==> config.mk <==
export PLATFORM = sky130hd
export DESIGN_NAME = string_to_integer_parser_core
export DESIGN_NICKNAME = d
export VERILOG_FILES = /design/src/rtl/core/stip_pkg.sv /design/src/rtl/core/stip_cfg_regs.sv /design/src/rtl/core/stip_parse_engine.sv /design/src/rtl/core/string_to_integer_parser_core.sv
export SDC_FILE = /design/constraint.sdc
export NUM_CORES = 1
export LEC_CHECK = 0
export BUFFER_PORTS_ARGS = -buffer_cell sky130_fd_sc_hd__buf_4
export CORE_MARGIN = 2
export CORE_UTILIZATION = 30
export DETAILED_ROUTE_END_ITERATION = 6
export GPL_ROUTABILITY_DRIVEN = 0
export GPL_TIMING_DRIVEN = 0
export PLACE_DENSITY = 0.43
export RECOVER_POWER = 100
export SYNTH_ARGS = -nofsm -noshare
export SYNTH_HDL_FRONTEND = slang
export SYNTH_HIERARCHICAL = 1
export SYNTH_SLANG_ARGS = --single-unit
==> constraint.sdc <==
create_clock -name clk -period 10 [get_ports clk]
set_clock_uncertainty 0.2 [all_clocks]
set_input_delay 1.5 -clock clk [delete_from_list [all_inputs] [get_ports clk]]
set_output_delay 1.5 -clock clk [all_outputs]
set_load 0.005 [all_outputs]
==> src/rtl/core/stip_pkg.sv <==
package stip_pkg;

  localparam int unsigned MAX_LEN_DEFAULT = 255;

  localparam int unsigned CFG_ADDR_W = 3;
  localparam int unsigned CFG_DATA_W = 32;
  localparam int unsigned BASE_W     = 6;
  localparam int unsigned DIGIT_W    = 6;

  // Register indexes, taken from the word address.
  localparam logic REG_NUMBER_BASE = 1'b0;

  localparam logic [BASE_W-1:0] BASE_RESET = 6'd10;
  localparam logic [BASE_W-1:0] BASE_AUTO  = 6'd0;
  localparam logic [BASE_W-1:0] BASE_ONE   = 6'd1;
  localparam logic [BASE_W-1:0] BASE_MAX   = 6'd36;
  localparam logic [BASE_W-1:0] BASE_HEX   = 6'd16;
  localparam logic [BASE_W-1:0] BASE_OCT   = 6'd8;
  localparam logic [BASE_W-1:0] BASE_DEC   = 6'd10;

  localparam logic [DIGIT_W-1:0] NOT_A_DIGIT = 6'd36;

  localparam logic [7:0] CH_SPACE = 8'h20;
  localparam logic [7:0] CH_TAB   = 8'h09;
  localparam logic [7:0] CH_CR    = 8'h0D;
  localparam logic [7:0] CH_PLUS  = 8'h2B;
  localparam logic [7:0] CH_MINUS = 8'h2D;
  localparam logic [7:0] CH_ZERO  = 8'h30;
  localparam logic [7:0] CH_NINE  = 8'h39;
  localparam logic [7:0] CH_LO_A  = 8'h61;
  localparam logic [7:0] CH_LO_Z  = 8'h7A;
  localparam logic [7:0] CH_UP_A  = 8'h41;
  localparam logic [7:0] CH_UP_Z  = 8'h5A;
  localparam logic [7:0] CH_LO_X  = 8'h78;
  localparam logic [7:0] CH_UP_X  = 8'h58;

  typedef enum logic [1:0] {
    STATUS_OK        = 2'd0,
    STATUS_NO_DIGITS = 2'd1,
    STATUS_BAD_BASE  = 2'd2
  } status_t;

  typedef struct packed {
    logic [7:0] char_code;
    logic       end_of_string;
  } in_item_t;

  typedef struct packed {
    logic signed [31:0] parsed_value;
    logic [7:0]         consumed_count;
    status_t            status;
  } out_item_t;

  function automatic logic is_white(input logic [7:0] c);
    is_white = (c == CH_SPACE) || ((c >= CH_TAB) && (c <= CH_CR));
  endfunction

  // Digit value 0 to 35, or NOT_A_DIGIT for any other byte.
  function automatic logic [DIGIT_W-1:0] digit_of(input logic [7:0] c);
    logic [7:0] d;
    d = 8'(NOT_A_DIGIT);
    if ((c >= CH_ZERO) && (c <= CH_NINE)) begin
      d = c - CH_ZERO;
    end else if ((c >= CH_LO_A) && (c <= CH_LO_Z)) begin
      d = c - CH_LO_A + 8'd10;
    end else if ((c >= CH_UP_A) && (c <= CH_UP_Z)) begin
      d = c - CH_UP_A + 8'd10;
    end
    digit_of = d[DIGIT_W-1:0];
  endfunction

endpackage

==> src/rtl/core/stip_cfg_regs.sv <==
module stip_cfg_regs
  import stip_pkg::*;
(
  input  logic                  clk,
  input  logic                  rst_n,
  input  logic                  psel,
  input  logic                  penable,
  input  logic                  pwrite,
  input  logic [CFG_ADDR_W-1:0] paddr,
  input  logic [CFG_DATA_W-1:0] pwdata,
  output logic [CFG_DATA_W-1:0] prdata,
  output logic [BASE_W-1:0]     number_base
);

  logic [BASE_W-1:0] number_base_r;
  logic              wr_en;
  logic              reg_sel;

  // Word index; the low two address bits are not decoded.
  assign reg_sel = paddr[CFG_ADDR_W-1];
  assign wr_en   = psel && penable && pwrite && (reg_sel == REG_NUMBER_BASE);

  always_ff @(posedge clk) begin
    if (!rst_n) begin
      number_base_r <= BASE_RESET;
    end else if (wr_en) begin
      number_base_r <= pwdata[BASE_W-1:0];
    end
  end

  always_comb begin
    prdata = '0;
    if (reg_sel == REG_NUMBER_BASE) begin
      prdata = {{(CFG_DATA_W-BASE_W){1'b0}}, number_base_r};
    end
  end

  assign number_base = number_base_r;

endmodule

==> src/rtl/core/stip_parse_engine.sv <==
module stip_parse_engine
  import stip_pkg::*;
#(
  parameter int unsigned MAX_LEN = MAX_LEN_DEFAULT
) (
  input  logic              clk,
  input  logic              rst_n,
  input  logic              step_en,
  input  in_item_t          item,
  input  logic [BASE_W-1:0] number_base,
  output out_item_t         result
);

  localparam int unsigned POS_W = $clog2(MAX_LEN + 1);
  localparam logic [POS_W-1:0] POS_MAX = POS_W'(MAX_LEN);

  typedef enum logic [2:0] {
    PH_START,
    PH_SKIP,
    PH_SIGNED,
    PH_ZERO,
    PH_DIGITS,
    PH_DONE,
    PH_INVALID
  } phase_t;

  phase_t            phase_r, phase_nxt;
  logic              neg_r, neg_nxt;
  logic [31:0]       acc_r, acc_nxt;
  logic [BASE_W-1:0] base_r, base_nxt;
  logic [POS_W-1:0]  pos_r, pos_nxt;
  logic [POS_W-1:0]  endp_r, endp_nxt;
  logic              seen_r, seen_nxt;

  logic [POS_W-1:0]   pos_inc;
  logic               taken;
  logic [7:0]         c;
  logic [DIGIT_W-1:0] dval;
  logic [POS_W+7:0]   endp_ext;
  logic [31:0]        value;

  assign c       = item.char_code;
  assign dval    = digit_of(c);
  assign pos_inc = (pos_r >= POS_MAX) ? POS_MAX : pos_r + 1'b1;

  // One character can walk through more than one phase in the same cycle:
  // start to white space to sign to digits, or the zero prefix to digits.
  always_comb begin
    phase_nxt = phase_r;
    neg_nxt   = neg_r;
    acc_nxt   = acc_r;
    base_nxt  = base_r;
    endp_nxt  = endp_r;
    seen_nxt  = seen_r;
    taken     = 1'b0;

    if (phase_nxt == PH_START) begin
      if ((number_base == BASE_ONE) || (number_base > BASE_MAX)) begin
        phase_nxt = PH_INVALID;
      end else begin
        base_nxt  = number_base;
        phase_nxt = PH_SKIP;
      end
    end

    if (phase_nxt == PH_SKIP) begin
      if (is_white(c)) begin
        taken = 1'b1;
      end else begin
        phase_nxt = PH_SIGNED;
        if (c == CH_PLUS) begin
          taken = 1'b1;
        end else if (c == CH_MINUS) begin
          neg_nxt = 1'b1;
          taken   = 1'b1;
        end
      end
    end

    if (!taken && (phase_nxt == PH_SIGNED)) begin
      if ((c == CH_ZERO) && ((base_nxt == BASE_AUTO) || (base_nxt == BASE_HEX))) begin
        seen_nxt  = 1'b1;
        endp_nxt  = pos_inc;
        phase_nxt = PH_ZERO;
        taken     = 1'b1;
      end else begin
        if (base_nxt == BASE_AUTO) begin
          base_nxt = BASE_DEC;
        end
        phase_nxt = PH_DIGITS;
      end
    end

    if (!taken && (phase_nxt == PH_ZERO)) begin
      if ((c == CH_LO_X) || (c == CH_UP_X)) begin
        base_nxt  = BASE_HEX;
        phase_nxt = PH_DIGITS;
        taken     = 1'b1;
      end else begin
        if (base_nxt == BASE_AUTO) begin
          base_nxt = BASE_OCT;
        end
        phase_nxt = PH_DIGITS;
      end
    end

    if (!taken && (phase_nxt == PH_DIGITS)) begin
      if (dval < base_nxt) begin
        acc_nxt  = (acc_r * 32'(base_nxt)) + 32'(dval);
        seen_nxt = 1'b1;
        endp_nxt = pos_inc;
      end else begin
        phase_nxt = PH_DONE;
      end
    end
  end

  assign pos_nxt = pos_inc;

  always_ff @(posedge clk) begin
    if (!rst_n) begin
      phase_r <= PH_START;
      neg_r   <= 1'b0;
      acc_r   <= '0;
      base_r  <= '0;
      pos_r   <= '0;
      endp_r  <= '0;
      seen_r  <= 1'b0;
    end else if (step_en) begin
      if (item.end_of_string) begin
        phase_r <= PH_START;
        neg_r   <= 1'b0;
        acc_r   <= '0;
        base_r  <= '0;
        pos_r   <= '0;
        endp_r  <= '0;
        seen_r  <= 1'b0;
      end else begin
        phase_r <= phase_nxt;
        neg_r   <= neg_nxt;
        acc_r   <= acc_nxt;
        base_r  <= base_nxt;
        pos_r   <= pos_nxt;
        endp_r  <= endp_nxt;
        seen_r  <= seen_nxt;
      end
    end
  end

  assign endp_ext = {8'b0, endp_nxt};
  assign value    = neg_nxt ? (32'd0 - acc_nxt) : acc_nxt;

  always_comb begin
    result = '0;
    if (phase_nxt == PH_INVALID) begin
      result.status = STATUS_BAD_BASE;
    end else if (!seen_nxt) begin
      result.status = STATUS_NO_DIGITS;
    end else begin
      result.parsed_value   = value;
      result.consumed_count = endp_ext[7:0];
      result.status         = STATUS_OK;
    end
  end

endmodule

==> src/rtl/core/string_to_integer_parser_core.sv <==
// Channel  Direction  Handshake           Payload
// in_      input      in_valid/in_ready   in_item_t: char_code, end_of_string
// out_     output     out_valid/out_ready out_item_t: parsed_value, consumed_count, status
// cfg_     APB slave  psel/penable/pready register 0 at byte 0: number_base
//
// Sustained rate is one character per cycle while no final character waits on a
// stalled result; the per-character step, a 32 by 6 bit multiply-add plus phase
// decode, is combinational; each result is registered in the output register.
// Reset is synchronous and active low; it clears the parse state, both
// pipeline valids and sets number_base to 10.
// A stalled result holds in the output register while later characters
// keep flowing as long as no second end of string needs that register.
module string_to_integer_parser_core
  import stip_pkg::*;
#(
  parameter int unsigned MAX_LEN = MAX_LEN_DEFAULT
) (
  input  logic                  clk,
  input  logic                  rst_n,

  input  logic                  in_valid,
  output logic                  in_ready,
  input  in_item_t              in_data,

  output logic                  out_valid,
  input  logic                  out_ready,
  output out_item_t             out_data,

  input  logic                  cfg_psel,
  input  logic                  cfg_penable,
  input  logic                  cfg_pwrite,
  input  logic [CFG_ADDR_W-1:0] cfg_paddr,
  input  logic [CFG_DATA_W-1:0] cfg_pwdata,
  output logic [CFG_DATA_W-1:0] cfg_prdata,
  output logic                  cfg_pready
);

  // Input register: holds one character until the parse step takes it.
  in_item_t  in_data_r;
  logic      in_valid_r;

  // Output register: holds one finished result until it is taken.
  out_item_t out_data_r;
  logic      out_valid_r;

  logic              advance;
  logic              out_free;
  logic [BASE_W-1:0] number_base;
  out_item_t         step_result;

  stip_cfg_regs u_cfg (
    .clk         (clk),
    .rst_n       (rst_n),
    .psel        (cfg_psel),
    .penable     (cfg_penable),
    .pwrite      (cfg_pwrite),
    .paddr       (cfg_paddr),
    .pwdata      (cfg_pwdata),
    .prdata      (cfg_prdata),
    .number_base (number_base)
  );

  assign cfg_pready = 1'b1;

  // A character that does not end the string never needs the output
  // register, so only the final character can wait on a stalled result.
  assign out_free = !out_valid_r || out_ready;
  assign advance  = in_valid_r && (!in_data_r.end_of_string || out_free);
  assign in_ready = !in_valid_r || advance;

  stip_parse_engine #(
    .MAX_LEN (MAX_LEN)
  ) u_engine (
    .clk         (clk),
    .rst_n       (rst_n),
    .step_en     (advance),
    .item        (in_data_r),
    .number_base (number_base),
    .result      (step_result)
  );

  always_ff @(posedge clk) begin
    if (!rst_n) begin
      in_valid_r <= 1'b0;
    end else if (in_ready) begin
      in_valid_r <= in_valid;
    end
  end

  always_ff @(posedge clk) begin
    if (in_ready && in_valid) begin
      in_data_r <= in_data;
    end
  end

  always_ff @(posedge clk) begin
    if (!rst_n) begin
      out_valid_r <= 1'b0;
    end else if (advance && in_data_r.end_of_string) begin
      out_valid_r <= 1'b1;
    end else if (out_ready) begin
      out_valid_r <= 1'b0;
    end
  end

  always_ff @(posedge clk) begin
    if (advance && in_data_r.end_of_string) begin
      out_data_r <= step_result;
    end
  end

  assign out_valid = out_valid_r;
  assign out_data  = out_data_r;

endmodule

* After elaboration in Yosys (flattened, before gate mapping) *
Cells that the tools add are included.

operators by class
  add/sub/neg operators = 8
  multiply operators = 1
  $lt $le $gt $ge = 11
  equal/unequal tests = 13
  multiplexer cells = 55
  bitwise operators = 2
  reductions and logical operators = 32

operators by type and width
  cell                                                                              number
  32-bit 2-to-1 mux                                                                 4
  6-bit 2-to-1 mux                                                                  13
  8-bit 2-to-1 mux                                                                  7
  32-bit by 6-bit adder with 32-bit output                                          1
  8-bit by 6-bit equality test with 1-bit output, second input constant             4
  32-bit by 6-bit multiplier with 32-bit output                                     1
  1-bit by 32-bit subtractor with 32-bit output, first input constant               1
  3-bit 2-to-1 mux                                                                  10
  1-bit 2-to-1 mux                                                                  21
  8-bit by 7-bit equality test with 1-bit output, second input constant             2
  8-bit by 7-bit >= comparator with 1-bit output, second input constant             2
  8-bit by 7-bit less-or-equal comparator with 1-bit output, second input constant  2
  1-bit logical AND                                                                 14
  6-bit by 4-bit adder with 6-bit output, second input constant                     2
  6-bit logical NOT                                                                 2
  6-bit subtractor, second input constant                                           2
  8-bit by 1-bit adder with 8-bit output, second input constant                     1
  8-bit by 4-bit >= comparator with 1-bit output, second input constant             1
  8-bit by 6-bit >= comparator with 1-bit output, second input constant             1
  8-bit >= comparator, second input constant                                        1
  8-bit by 4-bit less-or-equal comparator with 1-bit output, second input constant  1
  8-bit by 6-bit less-or-equal comparator with 1-bit output, second input constant  1
  1-bit logical OR                                                                  7
  3-bit by 2-bit equality test with 1-bit output, second input constant             2
  other kinds (12)                                                                  19

word-level totals
  flip-flop bits (word level) = 118
  bits of input ports = 51
  output and inout bits = 77

* Logic depth before layout (Yosys ltp) *
Gate-level depths: netlist (run 1).

  depth after elaboration = 19
  gate-level depth with buffers = 32
  mapped depth without buffers = 32

* Modules after synthesis *
The synthesis (run 1) kept the hierarchy.

modules (own cells, without submodules)
  module                         instances  cells each  area an instance (um^2)  sequential area each (um^2)
  stip_parse_engine              1          1320        10361.2                  1181.1
  string_to_integer_parser_core  1          65          1660.3                   1571.5
  stip_cfg_regs                  1          60          511.7                    120.1

* Worst setup path before layout (run 1) *
OpenSTA, ideal clock, no wires.

  path type = reg-to-reg
  start point = register in_data_r[1] (netlist bit)
  end point = register out_data_r (netlist bit out_data[39]), data pin
  library setup time = 0.266 ns
  data arrival time = 7.784 ns
  data required time = 9.534 ns
  slack = 1.750 ns
  stages on the path, launching flop included = 33
  path buffers = 2
  period minus slack after synthesis = 8.250 ns
  cell sequence = edfxtp_1 > inv_1 > ha_1 > mux2_1 > o211a_1 > o21a_1 > o41a_1 > or3_1 > buf_4 > and4_1 > clkbuf_1 > and2_1 > fa_1 > inv_1 > fa_1 > inv_1 > fa_1 > inv_1 > fa_1 > inv_1 > ha_1 > o21a_1 > o21a_1 > a311o_1 > o21a_1 > a21o_1 > xor2_1 > or3_4 > o22ai_4 > nand3_2 > o41ai_2 > xor2_1 > nor2_1

on the way
  word-level cells in the longest chain between the ends = 18
  elaborated cells between the ends (all ways) = 77
  classes of those cells = add/sub (7); mul (1); order compare (9); eq/ne (10); mux (34); bitwise (1); reduce/logical (15)

ends and longest elaborated chain
  item                                                                                 line                                     RTL
  from (decl)                                                                          string_to_integer_parser_core.sv:39      in_item_t in_data_r;
  from (signal assigned)                                                               string_to_integer_parser_core.sv:92      in_data_r <= in_data;
  8-bit by 4-bit >= comparator with 1-bit output, or another cell as far along         stip_pkg.sv:55                           is_white = (c == CH_SPACE) || ((c >= CH_TAB) && (c <= CH_CR));
  1-bit logical AND or 1-bit 2-to-1 mux (tied branches)                                stip_pkg.sv:55, stip_parse_engine.sv:73
  1-bit logical OR or 1-bit 2-to-1 mux (tied branches)                                 stip_pkg.sv:55, stip_parse_engine.sv:71
  3-bit 2-to-1 mux or 1-bit 2-to-1 mux (tied branches)                                 stip_parse_engine.sv:67                  if (is_white(c)) begin
  3-bit 2-to-1 mux or 1-bit 2-to-1 mux (tied branches)                                 stip_parse_engine.sv:66                  if (phase_nxt == PH_SKIP) begin
  3-bit by 2-bit equality test with 1-bit output or 1-bit logical NOT (tied branches)  stip_parse_engine.sv:80                  if (!taken && (phase_nxt == PH_SIGNED)) begin
  1-bit logical AND                                                                    stip_parse_engine.sv:80
  6-bit 2-to-1 mux                                                                     stip_parse_engine.sv:80
  (+2 left out)                                                                        -
  6-bit 2-to-1 mux                                                                     stip_parse_engine.sv:95                  if ((c == CH_LO_X) || (c == CH_UP_X)) begin
  6-bit 2-to-1 mux                                                                     stip_parse_engine.sv:94                  if (!taken && (phase_nxt == PH_ZERO)) begin
  32-bit by 6-bit multiplier with 32-bit output                                        stip_parse_engine.sv:109                 acc_nxt = (acc_r * 32'(base_nxt)) + 32'(dval);
  32-bit by 6-bit adder with 32-bit output                                             stip_parse_engine.sv:109
  32-bit 2-to-1 mux                                                                    stip_parse_engine.sv:108                 if (dval < base_nxt) begin
  32-bit 2-to-1 mux                                                                    stip_parse_engine.sv:107                 if (!taken && (phase_nxt == PH_DIGITS)) begin
  1-bit by 32-bit subtractor with 32-bit output                                        stip_parse_engine.sv:151                 assign value = neg_nxt ? (32'd0 - acc_nxt) : acc_nxt;
  32-bit 2-to-1 mux                                                                    stip_parse_engine.sv:151
  to (signal assigned)                                                                 string_to_integer_parser_core.sv:108     out_data_r <= step_result;
  to (decl)                                                                            string_to_integer_parser_core.sv:43      out_item_t out_data_r;

Parallel ways exist; a longest one is shown, timed or not.
A chain may end at the register's enable or synchronous reset.

* Worst setup path after layout (run 1) *
  start point = register u_cfg.number_base_r[2] (netlist: u_cfg/number_base[2])
  end point = register out_data_r (netlist bit out_data[36]), data pin

on the way
  word-level cells in the longest chain between the ends = 19
  elaborated cells between the ends (all ways) = 55
  classes of those cells = add/sub (2); mul (1); order compare (2); eq/ne (7); mux (30); bitwise (1); reduce/logical (12)

ends and longest elaborated chain
  item                                                                                  line                                              RTL
  from (decl)                                                                           stip_cfg_regs.sv:15                               logic [BASE_W-1:0] number_base_r;
  from (signal assigned)                                                                stip_cfg_regs.sv:27                               number_base_r <= pwdata[BASE_W-1:0];
  6-bit > comparator or 6-bit by 1-bit equality test with 1-bit output (tied branches)  stip_parse_engine.sv:58                           if ((number_base == BASE_ONE) || (number_base > BASE_MAX)) begin
  1-bit logical OR                                                                      stip_parse_engine.sv:58
  3-bit 2-to-1 mux or 6-bit 2-to-1 mux (tied branches)                                  stip_parse_engine.sv:58
  3-bit 2-to-1 mux or 6-bit 2-to-1 mux (tied branches)                                  stip_parse_engine.sv:57                           if (phase_nxt == PH_START) begin
  3-bit by 1-bit equality test with 1-bit output, or another cell as far along          stip_parse_engine.sv:66
  3-bit 2-to-1 mux, or another cell as far along                                        stip_parse_engine.sv:66
  3-bit by 2-bit equality test with 1-bit output, or another cell as far along          stip_parse_engine.sv:80
  1-bit logical AND or 6-bit 2-to-1 mux (tied branches)                                 stip_parse_engine.sv:80, stip_parse_engine.sv:81
  (+3 left out)                                                                         -
  6-bit 2-to-1 mux                                                                      stip_parse_engine.sv:95
  6-bit 2-to-1 mux                                                                      stip_parse_engine.sv:94
  32-bit by 6-bit multiplier with 32-bit output                                         stip_parse_engine.sv:109
  32-bit by 6-bit adder with 32-bit output                                              stip_parse_engine.sv:109
  32-bit 2-to-1 mux                                                                     stip_parse_engine.sv:108
  32-bit 2-to-1 mux                                                                     stip_parse_engine.sv:107
  1-bit by 32-bit subtractor with 32-bit output                                         stip_parse_engine.sv:151
  32-bit 2-to-1 mux                                                                     stip_parse_engine.sv:151

Parallel ways exist; a longest one is shown, timed or not.

==> impl_metrics.env, run 1 <==
export IMPL_synth_compound_area_share_pct=15.7
export IMPL_finalNetCount=1804
export IMPL_grt_pass1_vias=10800
export IMPL_synthXorXnorAreaFrac_pct=4.91
export IMPL_min_period_ns=9.53
export IMPL_hpwl_mm=33.6
export IMPL_clock_sinks=118
export IMPL_drive_above_1_share_pct=10.7
export IMPL_finalWorstSetupSlack_ns=0.469
export IMPL_dp_slack_ns=-0.321
export IMPL_antenna_found_initial=0
export IMPL_via_per_inst=5.13
export IMPL_cp_max_fo=10
export IMPL_die_y_um=208
export IMPL_synth_simple_gate_area_share_pct=22.1
export IMPL_n_antenna_cell=0
export IMPL_hold_class="flip-flop to flip-flop"
export IMPL_area_growth_pct=14.7
export IMPL_yosys_warnings=6
export IMPL_p_int_w=0.000975
export IMPL_coreArea_um2=41000
export IMPL_grt_pass1_wl_mm=65.4
export IMPL_synth_top_family_by_area="adder cells"
export IMPL_port_buffers=72
export IMPL_setup_violations_final=0
export IMPL_async_flop_share_pct=0
export IMPL_grt_start_max_net_pins=32
export IMPL_hp_start="u_engine/endp_r[1]$_SDFFE_PN0P_"
export IMPL_p_leak_nw=6.42
export IMPL_worst_path_largest_cell_delay_ns=0.70
export IMPL_cp_num_buf_inv=5
export IMPL_yosys_cell_types_count=95
export IMPL_holdPathStages=2
export IMPL_sw_frac_of_total_pct=28.2
export IMPL_htreeDepth=4
export IMPL_synth_seq_cells=118
export IMPL_cts_made_buffers=17
export IMPL_max_slew_margin_rel_pct=-23.9
export IMPL_ant_nets=0
export IMPL_slowest_stage="o31ai_1"
export IMPL_ys_top_cells_by_area="fa_1, edfxtp_1, dfxtp_1"
export IMPL_cts_buffer_depth=2
export IMPL_holdBufCountCts=0
export IMPL_p_sw_w=0.000383
export IMPL_syn_area_per_cell_um2=8.67
export IMPL_syn_inst=1445
export IMPL_synth_top_area_share_pct=17.9
export IMPL_worstPathRequired_ns=9.97
export IMPL_muxShareOfSynthArea_pct=2.13
export IMPL_num_vias=10800
export IMPL_pwr_share_clk_pct=46.1
export IMPL_finalCritPeriodShare_pct=95.3
export IMPL_yosysMostFrequentCell="nor2_1"
export IMPL_fp_row_count=74
export IMPL_critPathLaunchType="flip-flop"
export IMPL_syn_area_um2=12500
export IMPL_synth_edff_count=51
export IMPL_grt_overflow=0
export IMPL_violations="capacitance limit, slew limit"
export IMPL_outcome="finished with violations"
export IMPL_root_buffer="clkbuf_16"
export IMPL_worst_setup_path_type="flip-flop to flip-flop"
export IMPL_yosysSeqAreaShare_pct=22.9
export IMPL_drc=0
export IMPL_power_frac_comb_pct=15.6
export IMPL_p_per_area_nw_per_um2=94.4
export IMPL_timing_fmax_mhz=105
export IMPL_slew_violations=32
export IMPL_dr_pass1_iters=5
export IMPL_crit_family="compound AO/OA/AOI/OAI gates"
export IMPL_wire_per_inst_um=20.1
export IMPL_path_depth=26
export IMPL_path_clk_slew_ns=0.06
export IMPL_ys_top_cells_by_count="nor2_1, fa_1, nand2_1"
export IMPL_synth_top_flop_cell="dfxtp_1"
export IMPL_clk_latency_ns=0.44
export IMPL_crit_start="u_cfg/number_base[2]$_SDFFE_PN0P_"
export IMPL_end_kind="flip-flop"
export IMPL_tritoncts="yes"
export IMPL_first_iter_violations=717
export IMPL_tightest_slew_ns=1.86
export IMPL_ir_drop_mv=0.105
export IMPL_hold_viol=0
export IMPL_die_area_um2=43400
export IMPL_io_pins=128
export IMPL_start_util_pct=30.6
export IMPL_cp_arrival_ns=9.50
export IMPL_seq_power_share_pct=38.2
export IMPL_max_cap_viol_count=1
export IMPL_synthAdderAreaFrac_pct=25.8
export IMPL_grt_usage_pct=19.8
export IMPL_synth_top_area_cell="fa_1"
export IMPL_wirelength_mm=42.3
export IMPL_chipWidth_um=208
export IMPL_r2r_cells=26
export IMPL_rsz0062_at_grt="no"
export IMPL_tns_ns=0
export IMPL_r2r_start="u_cfg/number_base[2]$_SDFFE_PN0P_"
==> power groups by stage <==
stage	combinational, W	sequential [W]	clock, W
6_report	0.000212	0.000519	0.000626
5_1_grt	0.000230	0.000520	0.000658
4_1_cts	0.000216	0.000519	0.000639
3_5_place_dp	0.000215	0.000529	0
3_3_place_gp	0.000213	0.000530	0
2_1_floorplan	0.000134	0.000527	0
==> cell usage in the layout (no fill, tap or decap), drive strengths merged, types with 6 or more instances in the layout <==
master	instances
a211oi	9
fa	112
a22oi	16
conb	27
nand2b	6
o22ai	21
o21ai	41
a21boi	8
a31o	6
mux2i	24
clkbuf	147
ha	79
nor3	33
and3	11
nand2	100
nand4	7
nand3	24
o21bai	6
edfxtp	51
xnor2	41
a31oi	18
and2b	7
nor2b	13
a21oi	90
dfxtp	67
o31ai	8
and2	88
buf	47
nor2	240
or3	8
a21o	19
o21a	12
inv	87
xor2	24
==> worst min-delay path, delay by kind of cell, from the launching register on <==
kind,cells,cell delay (ns)
DFF,1,0.31
and+or+nand+nor,1,0.06
AOI/OAI and AO/OA,1,0.06
==> cells by family (layout without fill, tap and decap cells) <==
kind of cell,Yosys count,in the layout
buffers and inverters,182,287
xor gates and xnor gates,67,67
other,2,27
adders and majority gates,191,191
DFF,118,118
and+or+nand+nor,569,569
muxes,26,26
AOI/OAI and AO/OA,290,290
==> flip-flops by register name, indices dropped and copies added, names as in the netlist <==
register	cells
in_data_r	9
u_engine/pos_r	8
in_valid_r	1
u_engine/endp_r	8
u_engine/base_r	6
u_engine/phase_r	3
u_engine/seen_r	1
u_cfg/number_base	6
u_engine/acc_r	32
out_data	42
u_engine/neg_r	1
out_valid	1
==> repair_timing <==
action	4_1_cts	5_1_grt
pin swaps	0	1
cloned	0	0
setup endpoints to repair	12	11
setup buffers	0	1
resized for setup	3	7
==> layout make-up <==
class	instances	area (um2)
Tap cell	532	666
Inverter	87	327
Multi-Input combinational cell	1170	8920
Timing Repair Buffer	74	518
Sequential cell	118	2870
Clock buffer	26	542
Buffer	94	478
Clock inverter	6	57.6
Fill cell	4304	26600
==> final timing paths <==
kind	slack, ns	to
max	0.47	out_data[36]$_DFFE_PP_
min reg2reg	0.27	u_engine/endp_r[1]$_SDFFE_PN0P_
max reg2reg	0.47	out_data[36]$_DFFE_PP_
min	0.27	u_engine/endp_r[1]$_SDFFE_PN0P_
==> metal layers <==
| layer | share of wire (%) | global-route usage (%) | wire length, um | vias to the layer above |
|---|---|---|---|---|
| met5 | 0 | 0 | 0 | - |
| met4 | 1.6 | 5.41 | 690 | 0 |
| met3 | 4.2 | 2.23 | 1780 | 37 |
| met2 | 47 | 32.5 | 19900 | 282 |
| met1 | 47 | 27.7 | 20000 | 5376 |
| li1 | - | - | - | 5123 |
==> metrics by stage <==
step	power [W]	hold slack, ns	cell area, um2	cells	util (%)
2_1_floorplan	0.000661	0.237	12600	1470	-
4_1_cts	0.00137	0.264	14500	2107	35.3
3_3_place_gp	0.000743	0.245	13800	2074	33.7
3_5_place_dp	0.000744	0.257	13900	2075	33.8
5_1_grt	0.00141	0.301	14400	2107	35.1
6_report	0.00136	0.270	14400	2107	35.1
No activity file was read; power rests on OpenSTA's default activity.
==> run 2, diff against run 1 <==
==> constraint.sdc (replaced) <==
create_clock -name clk -period 9 [get_ports clk]
set_clock_uncertainty 0.2 [all_clocks]
set_input_delay 1.35 -clock clk [delete_from_list [all_inputs] [get_ports clk]]
set_output_delay 1.35 -clock clk [all_outputs]
set_load 0.005 [all_outputs]
==> impl_metrics.env, run 2 (synthesis gave the netlist of run 1 again) <==
export IMPL_start_util_pct=30.6
export IMPL_grt_overflow=0
export IMPL_p_leak_nw=6.61
export IMPL_finalCritPeriodShare_pct=97.0
export IMPL_wirelength_mm=42.7
export IMPL_cts_buffer_depth=2
export IMPL_finalNetCount=1825
export IMPL_grt_pass1_vias=10900
export IMPL_hold_class="flip-flop to flip-flop"
export IMPL_hpwl_mm=33.6
export IMPL_slowest_stage="fa_1"
export IMPL_max_cap_viol_count=1
export IMPL_ir_drop_mv=0.116
export IMPL_io_pins=128
export IMPL_cp_arrival_ns=8.69
export IMPL_cts_made_buffers=17
export IMPL_setup_violations_final=0
export IMPL_coreArea_um2=41000
export IMPL_max_slew_margin_rel_pct=-18.9
export IMPL_area_growth_pct=18.3
export IMPL_htreeDepth=4
export IMPL_hold_viol=0
export IMPL_port_buffers=72
export IMPL_end_kind="flip-flop"
export IMPL_post_route_util_pct=36.1
export IMPL_drive_above_1_share_pct=14.4
export IMPL_outcome="finished with violations"
export IMPL_worstPathRequired_ns=8.96
export IMPL_drc=0
export IMPL_dr_pass1_iters=5
export IMPL_worst_setup_path_type="flip-flop to flip-flop"
export IMPL_final_common_cell="nor2_1"
export IMPL_path_clk_slew_ns=0.05
export IMPL_largest_reg_flops=42
export IMPL_timing_fmax_mhz=115
export IMPL_die_y_um=208
export IMPL_antenna_found_initial=0
export IMPL_grt_pass1_wl_mm=65.6
export IMPL_slew_violations=32
export IMPL_tritoncts="yes"
export IMPL_root_buffer="clkbuf_16"
export IMPL_min_period_ns=8.73
export IMPL_tightest_slew_ns=1.78
export IMPL_die_area_um2=43400
export IMPL_grt_start_max_net_pins=32
export IMPL_grt_usage_pct=19.9
export IMPL_clk_latency_ns=0.44
export IMPL_clock_sinks=118
export IMPL_most_common_layout_cells="nor2_1, fa_1, nand2_1"
export IMPL_chipWidth_um=208
export IMPL_ant_nets=0
export IMPL_cp_max_fo=10
export IMPL_worst_path_largest_cell_delay_ns=0.53
export IMPL_fp_row_count=74
export IMPL_finalWorstSetupSlack_ns=0.274
export IMPL_first_iter_violations=750
export IMPL_via_per_inst=5.13
export IMPL_violations="capacitance limit, slew limit"
export IMPL_num_vias=10900
export IMPL_wire_per_inst_um=20.1
export IMPL_critPathLaunchType="flip-flop"
export IMPL_n_antenna_cell=0
export IMPL_p_per_area_nw_per_um2=103
export IMPL_dp_slack_ns=-1.32
-- run 2: power by group --
part | total [W] | switching, W | internal [W]
clock | 0.000695 | 0.000254 | 0.000441
sequential | 0.000577 | 0.00000919 | 0.000568
combinational | 0.000263 | 0.000172 | 0.0000904
-- run 2: worst max-delay path: cells and delay by family, from the launching register on --
kind	cells	cell delay, ns
adder cells (fa/ha/maj)	6	2.25
buffers and inverters	5	1.00
flip-flops	1	0.49
AND/OR/NAND/NOR	6	1.41
multiplexers	1	0.28
AO/OA/AOI/OAI	10	2.38
XOR/XNOR	2	0.40
-- run 2: area by class of cell --
type,instances,area (um2)
repair buffers,95,683
clock inverters,6,57.6
multi-input cells,1170,9170
flip-flops and latches,118,2870
well taps,532,666
clock buffers,26,542
inverters,87,327
plain buffers,94,509
fillers,4268,26200
-- run 2: layer usage --
metal  part of all wire (%)  vias to the layer above  GRT usage [%]
met4                    2.1                        0           6.08
met5                      0                        -              0
li1                       -                     5167              -
met3                    4.0                       51           2.05
met1                     47                     5419           27.8
met2                     47                      290           32.4
-- run 2: through the flow --
step	hold slack, ns	power, W	instances	cell area (um2)	TNS (ns)
after detailed placement	0.257	0.000827	2075	13900	-24.91
after global placement	0.245	0.000826	2074	13800	-23.75
after CTS	0.264	0.00153	2112	14600	0
after floorplan	0.237	0.000734	1470	12600	0
final	0.275	0.00153	2128	14800	0
after global routing	0.301	0.00159	2128	14800	-0.166
-- run 2: path summary, 6_finish.rpt --
| path | startpoint | end | slack (ns) | cells after the start |
|---|---|---|---|---|
| hold reg to reg | u_engine/endp_r[1]$_SDFFE_PN0P_ | u_engine/endp_r[1]$_SDFFE_PN0P_ | 0.28 | 2 |
| setup / recovery | in_data_r[1]$_DFFE_PP_ | out_data[39]$_DFFE_PP_ | 0.27 | 30 |
| hold / removal | u_engine/endp_r[1]$_SDFFE_PN0P_ | u_engine/endp_r[1]$_SDFFE_PN0P_ | 0.28 | 2 |
| setup reg to reg | in_data_r[1]$_DFFE_PP_ | out_data[39]$_DFFE_PP_ | 0.27 | 30 |
-- run 2: repair_timing --
action	in CTS	in global routing
endpoints found under the setup margin	36	21
pin swaps	6	26
setup buffers	6	16
hold buffers	0	0
gates cloned	0	0
gates resized for setup	19	57
==> run 3, diff against run 2 <==
--- a/config.mk
+++ b/config.mk
@@ -15,5 +15,4 @@
 export RECOVER_POWER = 100
 export SYNTH_ARGS = -nofsm -noshare
 export SYNTH_HDL_FRONTEND = slang
-export SYNTH_HIERARCHICAL = 1
 export SYNTH_SLANG_ARGS = --single-unit
==> impl_metrics.env, run 3 <==
export IMPL_worst_setup_path_type="flip-flop to flip-flop"
export IMPL_grt_overflow=0
export IMPL_holdBufCountCts=0
export IMPL_grt_pass1_wl_mm=67.1
export IMPL_min_period_ns=8.69
export IMPL_worst_path_largest_cell_delay_ns=0.55
export IMPL_die_y_um=211
export IMPL_worstPathRequired_ns=9.04
export IMPL_grt_usage_pct=19.8
export IMPL_htreeDepth=4
export IMPL_yosys_cell_types_count=92
export IMPL_first_iter_violations=761
export IMPL_post_route_util_pct=35.5
export IMPL_syn_inst=1467
export IMPL_path_clk_slew_ns=0.06
export IMPL_crit_top_cell="fa_1"
export IMPL_yosys_warnings=0
export IMPL_p_leak_nw=6.71
export IMPL_synth_edff_count=51
export IMPL_dr_pass1_iters=5
export IMPL_root_buffer="clkbuf_16"
export IMPL_finalHoldWorstSlack_ns=0.310
export IMPL_cp_arrival_ns=8.73
export IMPL_async_flop_share_pct=0
export IMPL_synth_top_flop_cell="dfxtp_1"
export IMPL_most_common_layout_cells="nor2_1, fa_1, and2_1"
export IMPL_io_pins=128
export IMPL_clk_latency_ns=0.45
export IMPL_syn_area_um2=12900
export IMPL_cp_max_fo=10
export IMPL_max_cap_viol_count=1
export IMPL_clock_sinks=118
export IMPL_critPathLaunchType="flip-flop"
export IMPL_num_vias=11200
export IMPL_hold_viol=0
export IMPL_finalCritPeriodShare_pct=96.5
export IMPL_grt_start_max_net_pins=38
export IMPL_drive_above_1_share_pct=12.3
export IMPL_slew_violations=38
export IMPL_area_growth_pct=16.2
export IMPL_largest_reg_flops=42
export IMPL_antenna_found_initial=2
export IMPL_wire_per_inst_um=20.1
export IMPL_synth_seq_cells=118
export IMPL_yosysSeqAreaShare_pct=22.3
export IMPL_hold_class="flip-flop to flip-flop"
export IMPL_fp_row_count=75
export IMPL_hpwl_mm=34.5
export IMPL_wirelength_mm=43.2
export IMPL_port_buffers=72
export IMPL_ys_top_cells_by_area="fa_1, edfxtp_1, dfxtp_1"
export IMPL_p_per_area_nw_per_um2=102
export IMPL_grt_pass1_vias=11000
export IMPL_end_kind="flip-flop"
export IMPL_setup_violations_final=0
export IMPL_violations="capacitance limit, slew limit"
export IMPL_coreArea_um2=42200
export IMPL_finalNetCount=1838
export IMPL_ff_latch_area_um2=2870
export IMPL_max_slew_margin_rel_pct=-39.3
export IMPL_fillerInstances=4400
export IMPL_drc=0
export IMPL_tns_ns=0
export IMPL_multi_input_area_um2=9450
export IMPL_chipWidth_um=211
export IMPL_rsz0062_at_grt="no"
export IMPL_via_per_inst=5.22
export IMPL_die_area_um2=44700
export IMPL_tightest_slew_ns=2.09
export IMPL_slowest_stage="fa_1"
export IMPL_synth_top_area_cell="fa_1"
export IMPL_cp_num_buf_inv=8
export IMPL_start_util_pct=30.6
export IMPL_ant_nets=0
export IMPL_syn_area_per_cell_um2=8.80
export IMPL_outcome="finished with violations"
export IMPL_cts_made_buffers=17
export IMPL_timing_fmax_mhz=115
export IMPL_tritoncts="yes"
export IMPL_synth_top_area_share_pct=17.4
export IMPL_crit_family="adder cells"
export IMPL_cts_buffer_depth=2
export IMPL_yosysMostFrequentCell="nor2_1"
export IMPL_final_common_cell="nor2_1"
export IMPL_ys_top_cells_by_count="nor2_1, fa_1, and2_1"
export IMPL_ir_drop_mv=0.131
[run 3: cell types whose count changed in the layout (fill, tap and decap cells not counted), sizes merged, moves of 8 or more]
cell    delta
nor2      -53
and2      +20
a22oi     +17
o22ai     -17
nor2b     +15
buf       -13
o21ai     -11
xnor2     -11
xor2      +10
and3       +9
inv        -9
a21oi      +8
a311oi     +8
[run 3: path summary, 6_finish.rpt]
kind	cells past startpoint	startpoint	endpoint	slack (ns)
worst max-delay path	32	in_data_r[1]$_DFFE_PP_	out_data[33]$_SDFFCE_PP0P_	0.31
worst min-delay path	2	u_engine.endp_r[5]$_SDFFE_PN0P_	u_engine.endp_r[5]$_SDFFE_PN0P_	0.31
worst max register to register	32	in_data_r[1]$_DFFE_PP_	out_data[33]$_SDFFCE_PP0P_	0.31
worst min register to register	2	u_engine.endp_r[5]$_SDFFE_PN0P_	u_engine.endp_r[5]$_SDFFE_PN0P_	0.31
[run 3: area by class of cell]
| class | count | share of cell area, % |
|---|---|---|
| plain buffers | 101 | 3.40 |
| inverters | 78 | 1.95 |
| clock buffers | 18 | 2.86 |
| diodes | 2 | 0.0334 |
| flip-flops and latches | 118 | 19.2 |
| multi-input cells | 1190 | 63.0 |
| clock inverters | 14 | 0.909 |
| repair buffers | 89 | 4.20 |
| well taps | 539 | 4.50 |
[run 3: kinds of logic after synthesis]
group / synth area share [%]
xor+xnor: 4.70
other cells: 0.0582
mux: 2.95
compound gates: 16.8
buf+inv: 6.36
flops: 22.3
simple gates: 21.8
fa+ha+maj: 25.1
[run 3: worst min-delay path: stages, from the launching register on]
cell,delay [ns]
dfxtp_1,0.32
a22oi_1,0.08
nor2_1,0.07
[run 3: stage by stage]
step                      cell area (um2)  worst slack [ns]  cells  power, W
after floorplan                     13000             0.916   1492  0.000762
after global placement              14200             -1.84   2103  0.000864
after detailed placement            14300            -0.877   2105  0.000865
after CTS                           14900            0.0278   2141   0.00155
after global routing                15000            0.0117   2147   0.00159
final                               15000             0.314   2149   0.00153
[run 3: report_power, final]
| part | internal (W) | switching [W] |
|---|---|---|
| logic | 0.0000979 | 0.000188 |
| registers | 0.000569 | 0.00000723 |
| clock network | 0.000403 | 0.000268 |
| total | 0.00107 | 0.000463 |
[run 3: what timing repair did]
action,in CTS,in global routing
setup endpoints to repair,22,21
cloned,0,0
pin swaps,3,13
gates resized for setup,23,19
buffers inserted,5,10
[run 3: per-layer routing]
metal	wire, um	global-route usage [%]	vias to the layer above	share of wire [%]
met5	0	0	-	0
met2	20200	32.1	251	47
met3	1780	2.51	31	4.1
met4	699	4.66	0	1.6
li1	-	-	5329	-
met1	20500	28.0	5613	48
